$ cat src/sv/assert_macros.svh
// Assertion helpers shared by the RTL
`ifndef ASSERT_MACROS_SVH
`define ASSERT_MACROS_SVH

// Same-cycle implication, checked out of reset
`define OWB_ASSERT_IMPLY(lbl, clk, rst_n, cond, prop) \
    lbl: assert property (@(posedge clk) disable iff (!rst_n) (cond) |-> (prop)) \
        else $error("owb check failed");

// Next-cycle implication, checked out of reset
`define OWB_ASSERT_NEXT(lbl, clk, rst_n, cond, prop) \
    lbl: assert property (@(posedge clk) disable iff (!rst_n) (cond) |=> (prop)) \
        else $error("owb check failed");

`endif

$ cat src/sv/owb_pkg.sv
// ----------------------------------------------------------------------------
// owb_pkg
// Types and constants shared by the 1-Wire bus master front, back and top.
// ----------------------------------------------------------------------------
`timescale 1ns / 1ps
`default_nettype none

package owb_pkg;

    // Queue between front and back
    localparam int QUEUE_DEPTH = 2;

    // Field widths
    localparam int RST_W      = 10;
    localparam int US_W       = 8;
    localparam int BYTE_W     = 8;
    localparam int BIT_IDX_W  = 3;
    localparam int CFG_IDX_W  = 3;
    localparam int CFG_DATA_W = 10;

    // Register indexes
    localparam logic [CFG_IDX_W-1:0] REG_RESET_LOW   = 3'd0;
    localparam logic [CFG_IDX_W-1:0] REG_PRESENCE    = 3'd1;
    localparam logic [CFG_IDX_W-1:0] REG_SHORT_LOW   = 3'd2;
    localparam logic [CFG_IDX_W-1:0] REG_LONG_LOW    = 3'd3;
    localparam logic [CFG_IDX_W-1:0] REG_READ_SAMPLE = 3'd4;
    localparam logic [CFG_IDX_W-1:0] REG_SLOT        = 3'd5;

    // Register reset values
    localparam logic [RST_W-1:0] RST_RESET_LOW   = 10'd480;
    localparam logic [US_W-1:0]  RST_PRESENCE    = 8'd150;
    localparam logic [US_W-1:0]  RST_SHORT_LOW   = 8'd6;
    localparam logic [US_W-1:0]  RST_LONG_LOW    = 8'd60;
    localparam logic [US_W-1:0]  RST_READ_SAMPLE = 8'd9;
    localparam logic [US_W-1:0]  RST_SLOT        = 8'd70;

    // Command codes
    typedef enum logic [1:0] {
        FUNC_RESET = 2'd0,
        FUNC_WRITE = 2'd1,
        FUNC_READ  = 2'd2,
        FUNC_NONE  = 2'd3
    } t_func;

    // Classified request as held in the queue
    typedef struct packed {
        logic              tick;
        logic              level;
        logic              start;   // start request with a valid command
        t_func             func;
        logic [BYTE_W-1:0] tx;
    } t_item;

    // Timing registers
    typedef struct packed {
        logic [RST_W-1:0] reset_low;
        logic [US_W-1:0]  presence;
        logic [US_W-1:0]  short_low;
        logic [US_W-1:0]  long_low;
        logic [US_W-1:0]  read_sample;
        logic [US_W-1:0]  slot;
    } t_cfg;

    // One result
    typedef struct packed {
        logic              drive_low;
        logic              busy;
        logic              done;
        logic              present;
        logic [BYTE_W-1:0] rx_byte;
    } t_result;

endpackage

`default_nettype wire

$ cat src/sv/owb_front.sv
// ----------------------------------------------------------------------------
// owb_front
// Accepts requests, classifies the command and queues them for the back end.
// ----------------------------------------------------------------------------
`timescale 1ns / 1ps
`default_nettype none

module owb_front #(
    parameter int DEPTH = owb_pkg::QUEUE_DEPTH
) (
    input  wire logic                       i_clk,
    input  wire logic                       i_rst_n,
    input  wire logic                       i_in_valid,
    output      logic                       o_in_ready,
    input  wire logic                       i_tick,
    input  wire logic                       i_line_level,
    input  wire logic                       i_start_req,
    input  wire logic [1:0]                 i_func,
    input  wire logic [owb_pkg::BYTE_W-1:0] i_tx_byte,
    output      owb_pkg::t_item             o_item,
    output      logic                       o_item_valid,
    input  wire logic                       i_item_pop
);
    import owb_pkg::*;

    localparam int PTR_W = (DEPTH > 1) ? $clog2(DEPTH) : 1;
    localparam int CNT_W = $clog2(DEPTH + 1);

    t_item            r_mem [DEPTH];
    logic [PTR_W-1:0] r_wr_ptr, n_wr_ptr;
    logic [PTR_W-1:0] r_rd_ptr, n_rd_ptr;
    logic [CNT_W-1:0] r_count,  n_count;
    t_item            w_item;
    logic             w_push;

    function automatic logic [PTR_W-1:0] ptr_inc(input logic [PTR_W-1:0] p);
        ptr_inc = (p == PTR_W'(DEPTH - 1)) ? '0 : p + 1'b1;
    endfunction

    // Classification: func 3 never starts a command
    always_comb begin
        w_item.tick  = i_tick;
        w_item.level = i_line_level;
        w_item.start = i_start_req && (i_func != FUNC_NONE);
        w_item.func  = t_func'(i_func);
        w_item.tx    = i_tx_byte;
    end

    assign o_in_ready   = (r_count != CNT_W'(DEPTH));
    assign w_push       = i_in_valid && o_in_ready;
    assign o_item_valid = (r_count != '0);
    assign o_item       = r_mem[r_rd_ptr];

    // Pointer and fill tracking
    always_comb begin
        n_wr_ptr = r_wr_ptr;
        n_rd_ptr = r_rd_ptr;
        n_count  = r_count;
        if (w_push) begin
            n_wr_ptr = ptr_inc(r_wr_ptr);
        end
        if (i_item_pop) begin
            n_rd_ptr = ptr_inc(r_rd_ptr);
        end
        if (w_push && !i_item_pop) begin
            n_count = r_count + 1'b1;
        end else if (!w_push && i_item_pop) begin
            n_count = r_count - 1'b1;
        end
    end

    always_ff @(posedge i_clk) begin
        if (!i_rst_n) begin
            r_wr_ptr <= '0;
            r_rd_ptr <= '0;
            r_count  <= '0;
        end else begin
            r_wr_ptr <= n_wr_ptr;
            r_rd_ptr <= n_rd_ptr;
            r_count  <= n_count;
        end
    end

    // Queue storage
    always_ff @(posedge i_clk) begin
        if (w_push) begin
            r_mem[r_wr_ptr] <= w_item;
        end
    end

endmodule

`default_nettype wire

$ cat src/sv/owb_back.sv
// ----------------------------------------------------------------------------
// owb_back
// Bus timing sequencer: one queued request per cycle, result in an output
// register; the queue is popped while that register is empty or being taken.
// ----------------------------------------------------------------------------
`timescale 1ns / 1ps
`default_nettype none

module owb_back (
    input  wire logic             i_clk,
    input  wire logic             i_rst_n,
    input  wire owb_pkg::t_item   i_item,
    input  wire logic             i_item_valid,
    output      logic             o_item_pop,
    input  wire owb_pkg::t_cfg    i_cfg,
    output      owb_pkg::t_result o_res,
    output      logic             o_out_valid,
    input  wire logic             i_out_ready
);
    import owb_pkg::*;

    typedef enum logic [3:0] {
        PH_IDLE     = 4'b0001,
        PH_RST_LOW  = 4'b0010,
        PH_RST_WAIT = 4'b0100,
        PH_SLOT     = 4'b1000
    } t_phase;

    t_phase               r_phase,   n_phase;
    t_func                r_op,      n_op;
    logic [RST_W-1:0]     r_time,    n_time;
    logic [BIT_IDX_W-1:0] r_bit,     n_bit;
    logic [BYTE_W-1:0]    r_shift,   n_shift;
    logic [BYTE_W-1:0]    r_rx,      n_rx;
    logic                 r_present, n_present;
    logic                 r_out_valid, n_out_valid;
    t_result              r_res,     n_res;

    logic [US_W-1:0]      w_low_old, w_low_new, w_slot_len, w_samp;
    logic [US_W:0]        w_sum;
    logic [RST_W-1:0]     w_time_inc;
    logic [BYTE_W-1:0]    w_sr;
    logic                 w_done, w_drive;

    assign o_item_pop  = i_item_valid && (!r_out_valid || i_out_ready);
    assign o_out_valid = r_out_valid;
    assign o_res       = r_res;

    // Slot timing from the current bit
    always_comb begin
        w_low_old  = (r_op == FUNC_WRITE && !r_shift[0]) ? i_cfg.long_low : i_cfg.short_low;
        w_slot_len = (w_low_old > i_cfg.slot) ? w_low_old : i_cfg.slot;
        if (w_slot_len == '0) begin
            w_slot_len = US_W'(1);
        end
        w_sum  = {1'b0, i_cfg.short_low} + {1'b0, i_cfg.read_sample};
        w_samp = (w_sum > {1'b0, w_slot_len}) ? w_slot_len : w_sum[US_W-1:0];
        if (w_samp == '0) begin
            w_samp = US_W'(1);
        end
        w_time_inc = r_time + 1'b1;
    end

    // Sequencer step
    always_comb begin
        n_phase   = r_phase;
        n_op      = r_op;
        n_time    = r_time;
        n_bit     = r_bit;
        n_shift   = r_shift;
        n_rx      = r_rx;
        n_present = r_present;
        w_sr      = r_shift;
        w_done    = 1'b0;
        if (o_item_pop) begin
            case (r_phase)
                PH_IDLE: begin
                    if (i_item.start) begin
                        n_op    = i_item.func;
                        n_time  = '0;
                        n_bit   = '0;
                        n_shift = i_item.tx;
                        n_phase = (i_item.func == FUNC_RESET) ? PH_RST_LOW : PH_SLOT;
                    end
                end
                PH_RST_LOW: begin
                    if (i_item.tick) begin
                        n_time = w_time_inc;
                        if (w_time_inc >= i_cfg.reset_low) begin
                            n_phase = PH_RST_WAIT;
                            n_time  = '0;
                        end
                    end
                end
                PH_RST_WAIT: begin
                    if (i_item.tick) begin
                        n_time = w_time_inc;
                        if (w_time_inc >= RST_W'(i_cfg.presence)) begin
                            n_present = !i_item.level;
                            n_phase   = PH_IDLE;
                            n_time    = '0;
                            w_done    = 1'b1;
                        end
                    end
                end
                PH_SLOT: begin
                    if (i_item.tick) begin
                        n_time = w_time_inc;
                        // read sample comes before end of slot
                        if (r_op == FUNC_READ && w_time_inc == RST_W'(w_samp)) begin
                            w_sr = {i_item.level, r_shift[BYTE_W-1:1]};
                        end
                        if (w_time_inc >= RST_W'(w_slot_len)) begin
                            if (r_op != FUNC_READ) begin
                                w_sr = r_shift >> 1;
                            end
                            n_time = '0;
                            if (r_bit == BIT_IDX_W'(BYTE_W - 1)) begin
                                if (r_op == FUNC_READ) begin
                                    n_rx = w_sr;
                                end
                                n_bit   = '0;
                                n_phase = PH_IDLE;
                                w_done  = 1'b1;
                            end else begin
                                n_bit = r_bit + 1'b1;
                            end
                        end
                        n_shift = w_sr;
                    end
                end
                default: begin
                    n_phase = PH_IDLE;
                end
            endcase
        end
    end

    // Line drive from the state after the step
    always_comb begin
        w_low_new = (n_op == FUNC_WRITE && !n_shift[0]) ? i_cfg.long_low : i_cfg.short_low;
        w_drive   = (n_phase == PH_RST_LOW) ||
                    (n_phase == PH_SLOT && n_time < RST_W'(w_low_new));
    end

    // Output register
    always_comb begin
        n_out_valid = r_out_valid;
        n_res       = r_res;
        if (o_item_pop) begin
            n_out_valid     = 1'b1;
            n_res.drive_low = w_drive;
            n_res.busy      = (n_phase != PH_IDLE);
            n_res.done      = w_done;
            n_res.present   = n_present;
            n_res.rx_byte   = n_rx;
        end else if (i_out_ready) begin
            n_out_valid = 1'b0;
        end
    end

    always_ff @(posedge i_clk) begin
        if (!i_rst_n) begin
            r_phase     <= PH_IDLE;
            r_op        <= FUNC_RESET;
            r_time      <= '0;
            r_bit       <= '0;
            r_shift     <= '0;
            r_rx        <= '0;
            r_present   <= 1'b0;
            r_out_valid <= 1'b0;
        end else begin
            r_phase     <= n_phase;
            r_op        <= n_op;
            r_time      <= n_time;
            r_bit       <= n_bit;
            r_shift     <= n_shift;
            r_rx        <= n_rx;
            r_present   <= n_present;
            r_out_valid <= n_out_valid;
        end
    end

    always_ff @(posedge i_clk) begin
        r_res <= n_res;
    end

endmodule

`default_nettype wire

$ cat src/sv/one_wire_bus_master.sv
// ----------------------------------------------------------------------------
// one_wire_bus_master
// 1-Wire bus master timed by microsecond ticks: reset with presence detect,
// byte write and byte read, least significant bit first.
// ----------------------------------------------------------------------------
// Each request carries one time step (tick, sampled line level, optional
// command) and yields exactly one result with the line drive, busy, done,
// presence and last read byte after that step. One request is taken every
// clock cycle while the queue has room; its result passes through the
// queue and then the result register before it can be taken. The step of
// the timing sequencer sets the rate; a two-entry queue sits between the
// request classifier and the sequencer, and the result register lets the
// queue keep filling while a result waits. The user must write the timing
// registers through the plain write port only while no command is running
// (the block does not enforce this); they reset to 480/150/6/60/9/70 us.
// ----------------------------------------------------------------------------
`timescale 1ns / 1ps
`default_nettype none

`include "assert_macros.svh"

module one_wire_bus_master #(
    parameter int QUEUE_DEPTH = owb_pkg::QUEUE_DEPTH
) (
    input  wire logic                           i_clk,
    input  wire logic                           i_rst_n,
    // request channel
    input  wire logic                           i_in_valid,
    output      logic                           o_in_ready,
    input  wire logic                           i_tick,
    input  wire logic                           i_line_level,
    input  wire logic                           i_start_req,
    input  wire logic [1:0]                     i_func,
    input  wire logic [owb_pkg::BYTE_W-1:0]     i_tx_byte,
    // result channel
    output      logic                           o_out_valid,
    input  wire logic                           i_out_ready,
    output      logic                           o_drive_low,
    output      logic                           o_busy_res,
    output      logic                           o_done_res,
    output      logic                           o_device_present,
    output      logic [owb_pkg::BYTE_W-1:0]     o_rx_byte,
    // register write port
    input  wire logic                           i_cfg_we,
    input  wire logic [owb_pkg::CFG_IDX_W-1:0]  i_cfg_idx,
    input  wire logic [owb_pkg::CFG_DATA_W-1:0] i_cfg_data
);
    import owb_pkg::*;

    t_cfg    r_cfg, n_cfg;
    t_item   w_item;
    logic    w_item_valid;
    logic    w_item_pop;
    t_result w_res;

    // Timing registers
    always_comb begin
        n_cfg = r_cfg;
        if (i_cfg_we) begin
            case (i_cfg_idx)
                REG_RESET_LOW:   n_cfg.reset_low   = i_cfg_data[RST_W-1:0];
                REG_PRESENCE:    n_cfg.presence    = i_cfg_data[US_W-1:0];
                REG_SHORT_LOW:   n_cfg.short_low   = i_cfg_data[US_W-1:0];
                REG_LONG_LOW:    n_cfg.long_low    = i_cfg_data[US_W-1:0];
                REG_READ_SAMPLE: n_cfg.read_sample = i_cfg_data[US_W-1:0];
                REG_SLOT:        n_cfg.slot        = i_cfg_data[US_W-1:0];
                default:         n_cfg             = r_cfg;
            endcase
        end
    end

    always_ff @(posedge i_clk) begin
        if (!i_rst_n) begin
            r_cfg.reset_low   <= RST_RESET_LOW;
            r_cfg.presence    <= RST_PRESENCE;
            r_cfg.short_low   <= RST_SHORT_LOW;
            r_cfg.long_low    <= RST_LONG_LOW;
            r_cfg.read_sample <= RST_READ_SAMPLE;
            r_cfg.slot        <= RST_SLOT;
        end else begin
            r_cfg <= n_cfg;
        end
    end

    // Front: classify and queue
    owb_front #(
        .DEPTH (QUEUE_DEPTH)
    ) u_front (
        .i_clk        (i_clk),
        .i_rst_n      (i_rst_n),
        .i_in_valid   (i_in_valid),
        .o_in_ready   (o_in_ready),
        .i_tick       (i_tick),
        .i_line_level (i_line_level),
        .i_start_req  (i_start_req),
        .i_func       (i_func),
        .i_tx_byte    (i_tx_byte),
        .o_item       (w_item),
        .o_item_valid (w_item_valid),
        .i_item_pop   (w_item_pop)
    );

    // Back: bus timing sequencer
    owb_back u_back (
        .i_clk        (i_clk),
        .i_rst_n      (i_rst_n),
        .i_item       (w_item),
        .i_item_valid (w_item_valid),
        .o_item_pop   (w_item_pop),
        .i_cfg        (r_cfg),
        .o_res        (w_res),
        .o_out_valid  (o_out_valid),
        .i_out_ready  (i_out_ready)
    );

    assign o_drive_low      = w_res.drive_low;
    assign o_busy_res       = w_res.busy;
    assign o_done_res       = w_res.done;
    assign o_device_present = w_res.present;
    assign o_rx_byte        = w_res.rx_byte;

    // Checks
    `OWB_ASSERT_NEXT(a_push_fills_queue, i_clk, i_rst_n, i_in_valid && o_in_ready, w_item_valid)
    `OWB_ASSERT_IMPLY(a_done_not_busy, i_clk, i_rst_n, o_out_valid && o_done_res, !o_busy_res)
    `OWB_ASSERT_IMPLY(a_drive_when_busy, i_clk, i_rst_n, o_out_valid && o_drive_low, o_busy_res)
    `OWB_ASSERT_IMPLY(a_rx_only_on_done, i_clk, i_rst_n,
        o_out_valid && !o_done_res && $past(o_out_valid && i_out_ready),
        o_rx_byte == $past(o_rx_byte))

endmodule

`default_nettype wire

$ cat config.mk
export PLATFORM = sky130hd
export DESIGN_NAME = one_wire_bus_master
export DESIGN_NICKNAME = d
export VERILOG_FILES = /design/src/sv/owb_pkg.sv /design/src/sv/owb_front.sv /design/src/sv/owb_back.sv /design/src/sv/one_wire_bus_master.sv
export VERILOG_INCLUDE_DIRS = /design/src /design/src/sv
export SDC_FILE = /design/constraint.sdc
export NUM_CORES = 1
export LEC_CHECK = 0
export BUFFER_PORTS_ARGS = -buffer_cell sky130_fd_sc_hd__buf_2
export CORE_AREA = 2 2 135 104
export DETAILED_ROUTE_END_ITERATION = 12
export DIE_AREA = 0 0 137 106
export GPL_TIMING_DRIVEN = 0
export PLACE_DENSITY = 0.8
export SYNTH_ARGS = -nofsm -noshare
export SYNTH_HDL_FRONTEND = slang
export SYNTH_SLANG_ARGS = --single-unit
$ cat constraint.sdc
create_clock -name i_clk -period 19.1 [get_ports i_clk]
set_input_delay 0 -clock i_clk [delete_from_list [all_inputs] [get_ports i_clk]]
set_output_delay 0 -clock i_clk [all_outputs]
set_load 0.005 [all_outputs]
==> summary.md <==
### Status
* finished clean — status

### Timing
* 9.51 ns — minimum clock period after layout
* 0 ns — final sum of negative setup slack
* 0 — number of max-slew violations in the final report
* 1.27 ns — worst slew pin tran
* 49.8% — Period Utilization, post-route
* 0 — final setup violating endpoints
* no — unrepaired setup endpoints after global routing
* 0.0949 ns — smallest hold slack
* 0.00763 ns — worst clock skew
* 15.0% — Slew HR
* 0 — Final Hold Viols
* 105 MHz — highest clock rate

### Yosys
* 1,003 — post-synthesis net count
* 130 — flops & latches, synth
* 68 — Synth cell types
* 38 — number of enable-type register cells in the synthesized netlist
* 910 — count of mapped cells out of synthesis
* 0% — Synth async-reset ratio
* 7780 sq um — cell area after synthesis
* 38.4% — sequential fraction of the synthesis area
* 8.55 sq um — Avg Cell Area, Syn
* dfxtp_1 24%, edfxtp_1 15%, ha_1 9.8%, nand2_1 6.7%, a21oi_1 5.4% — largest cells by area after synthesis
* dfxtp_1 — most used flip-flop cell after synthesis
* dfxtp_1 — leading area contributor after synthesis
* 0 — total number of yosys warnings
* 23.7% — top cell type's share of synthesized area

### Placed design
* 0.953 — final weighted congestion in routability-driven placement
* 42 — Buffers on Ports
* 1,127 — placed insts
* 15.0 mm — HPWL after detailed placement

### Hold path
* input pin to flop — Hold Path Class

### Power
* 38.3% — Comb pwr share
* 30.2% — clock group share of total power
* 37.8% — switching fraction of total power
* 31.6% — sequential cell fraction of total power
* 0.0804 mV — maximum resistive drop on vdd
* 0.423 mW — total net switching power
* 3.75 nW — Pleak
* 0.697 mW — cell-internal power
* 123 nW/um^2 — Power Density

### Critical path
* flop — category of the worst setup path capture point
* flop to flop — WS Path Type
* 10 — critical path fanouts, max
* 9.78 ns — CP arrival
* 0.76 ns — maximum single-stage delay on the critical path
* o31ai_1 — cell with the biggest individual delay on the critical path
* 19.37 ns — required time of the critical path
* ha_1 — crit-path most repeated cell
* flop — category of the worst setup path launch point

### Clock tree
* 2 — maximum clock insertion buffer count
* 4 — H-tree level count
* 28 — hold-fix buffer count after cts
* 17 — number of clock buffers inserted by TritonCTS
* 0.43 ns — clock latency on the worst-skew pair
* built — CTS tree
* 0.06 ns — Reg clk slew, reported paths
* 130 — number of sinks on the clock net
* 0 — # resized after CTS
* clkbuf_16 — Root Buffer Master
* 0 — Post-CTS Setup Inserts

### Die
* 137 um — die width
* 106 um — overall die height
* 45 — top-level I/O count
* 13,300 sq um — core area
* 37 — num rows
* 58.3% — initial core utilization
* 14,500 sq um — overall die area

### Route
* 0 — remaining number of nets flagged by the antenna check after routing
* 17.7 um — Routed wire per std cell
* 0 — number of remaining DRC errors
* 842 — Detailed Route Iter0 Violations
* 21.0 mm — aggregate routed wire length
* 6.03 — ratio of routed vias to standard cells
* 7,162 — total number of vias
* 6 — total iterations of the first detailed-routing run

### Cells and area
* 68.2% — core utilization of the finished layout
* 0 — count of antenna diodes in the layout
* 1,187 — number of non-filler instances in the completed layout
* 1,092 — layout net count
* 16.9% — Layout area overhead
* 10.6% — layout cell share with drive strength beyond 1
* 1,041 — layout filler cell count

### Global route
* 6,554 — via count of the first global-routing pass
* 30.3% — global routing usage summed across all routing layers
* 0 — Overflow after GRT
* 18 — pin count of the biggest net entering global routing
* 44.0% — met2 track utilization from global routing
* 0 — number of antenna violations at the first check in global routing
* met2 — Top Usage Layer GRT
* 43.4% — met1 global-route usage
* 33.8 mm — global-route wire length before repair
* 8.15% — GR Layer Usage met3

### Flow run
* 0 — Max-cap violations

[cells by family after synthesis]
| logic type | count (synthesis) | synth area share, % |
|---|---|---|
| simple gates | 361 | 22.1 |
| compound gates | 226 | 18.4 |
| flops | 130 | 38.4 |
| buf+inv | 71 | 3.51 |
| fa+ha+maj | 62 | 10.1 |
| mux | 39 | 5.20 |
| xor+xnor | 21 | 2.37 |
[state kept, by name (all words and copies together) (netlist names), named ones only]
name / flops
r_cfg: 50
u_front.r_mem: 26
u_back.o_res: 12
u_back.r_time: 10
u_back.r_rx: 8
u_back.r_shift: 8
u_back.r_phase: 4
u_back.r_bit: 3
u_back.r_op: 2
u_front.r_count: 2
u_back.o_out_valid: 1
u_back.r_present: 1
u_front.r_rd_ptr: 1
u_front.r_wr_ptr: 1
[cells in the mapped netlist (all sizes together), types with 22 or more instances]
cell	n
inv	39
edfxtp	38
nand3	28
ha	61
o21ai	41
a21oi	84
clkbuf	28
dfxtp	92
nor2	77
mux2i	28
nand2	139
and2	22
[worst max-delay path: cells and delay by family (launching register included)]
kind            cells  cell delay, ns
mux                 4            1.08
fa+ha+maj           3            0.92
compound gates     13            3.37
buf+inv             3            0.69
flops               1            0.41
simple gates       11            2.88
[cells in the final DEF (no fill, tap or decap), types with 29 or more instances in the layout]
cell,synthesis,layout
nand2_1,139,139
dfxtp_1,92,92
a21oi_1,84,84
nor2_1,76,76
ha_1,61,61
buf_2,2,44
o21ai_0,39,39
inv_1,38,38
edfxtp_1,38,38
clkbuf_1,28,29
[metal layers]
metal	routed length (um)	part of all wire, %
met2	9000	43
met5	0	0
met1	9450	45
met3	2090	9.9
met4	478	2.3
[path summary, 6_finish.rpt]
path,endpoint,start,slack (ns),cells after the start
worst max register to register,u_back.o_res[11],u_back.r_op[0],9.59,34
worst max-delay path,u_back.o_res[11],u_back.r_op[0],9.59,34
worst min register to register,r_cfg[42],r_cfg[42],0.45,2
worst min-delay path,r_cfg[32],i_cfg_idx[0],0.09,5
[through the flow]
step                      cell area, sq um  setup slack, ns  total power, mW
after floorplan                       7780            10.95            0.654
after global placement                8210             9.89            0.758
after detailed placement              8210             9.89            0.765
after CTS                             9090             9.78             1.11
after global routing                  9090             9.04             1.18
final                                 9090             9.59             1.12
[power groups by stage]
| stage | combinational [mW] | clock [mW] | sequential (mW) |
|---|---|---|---|
| finish | 0.428 | 0.338 | 0.354 |
| global route | 0.475 | 0.350 | 0.358 |
| CTS | 0.415 | 0.340 | 0.353 |
| detailed placement | 0.406 | 0 | 0.359 |
| global placement | 0.401 | 0 | 0.358 |
| floorplan | 0.300 | 0 | 0.354 |
[final cells by class]
cell class                 instances  area (sq um)  area share [%]
clock buffer                      18           429            4.72
timing repair buffer              70           490            5.39
inverter                          39           146            1.61
multi-input combinational        709          4520            49.7
sequential                       130          2980            32.8
buffer                            32           126            1.39
tap                              175           219            2.41
clock inverter                    14           178            1.95
Note: power is estimated with default switching activity, not from simulation.
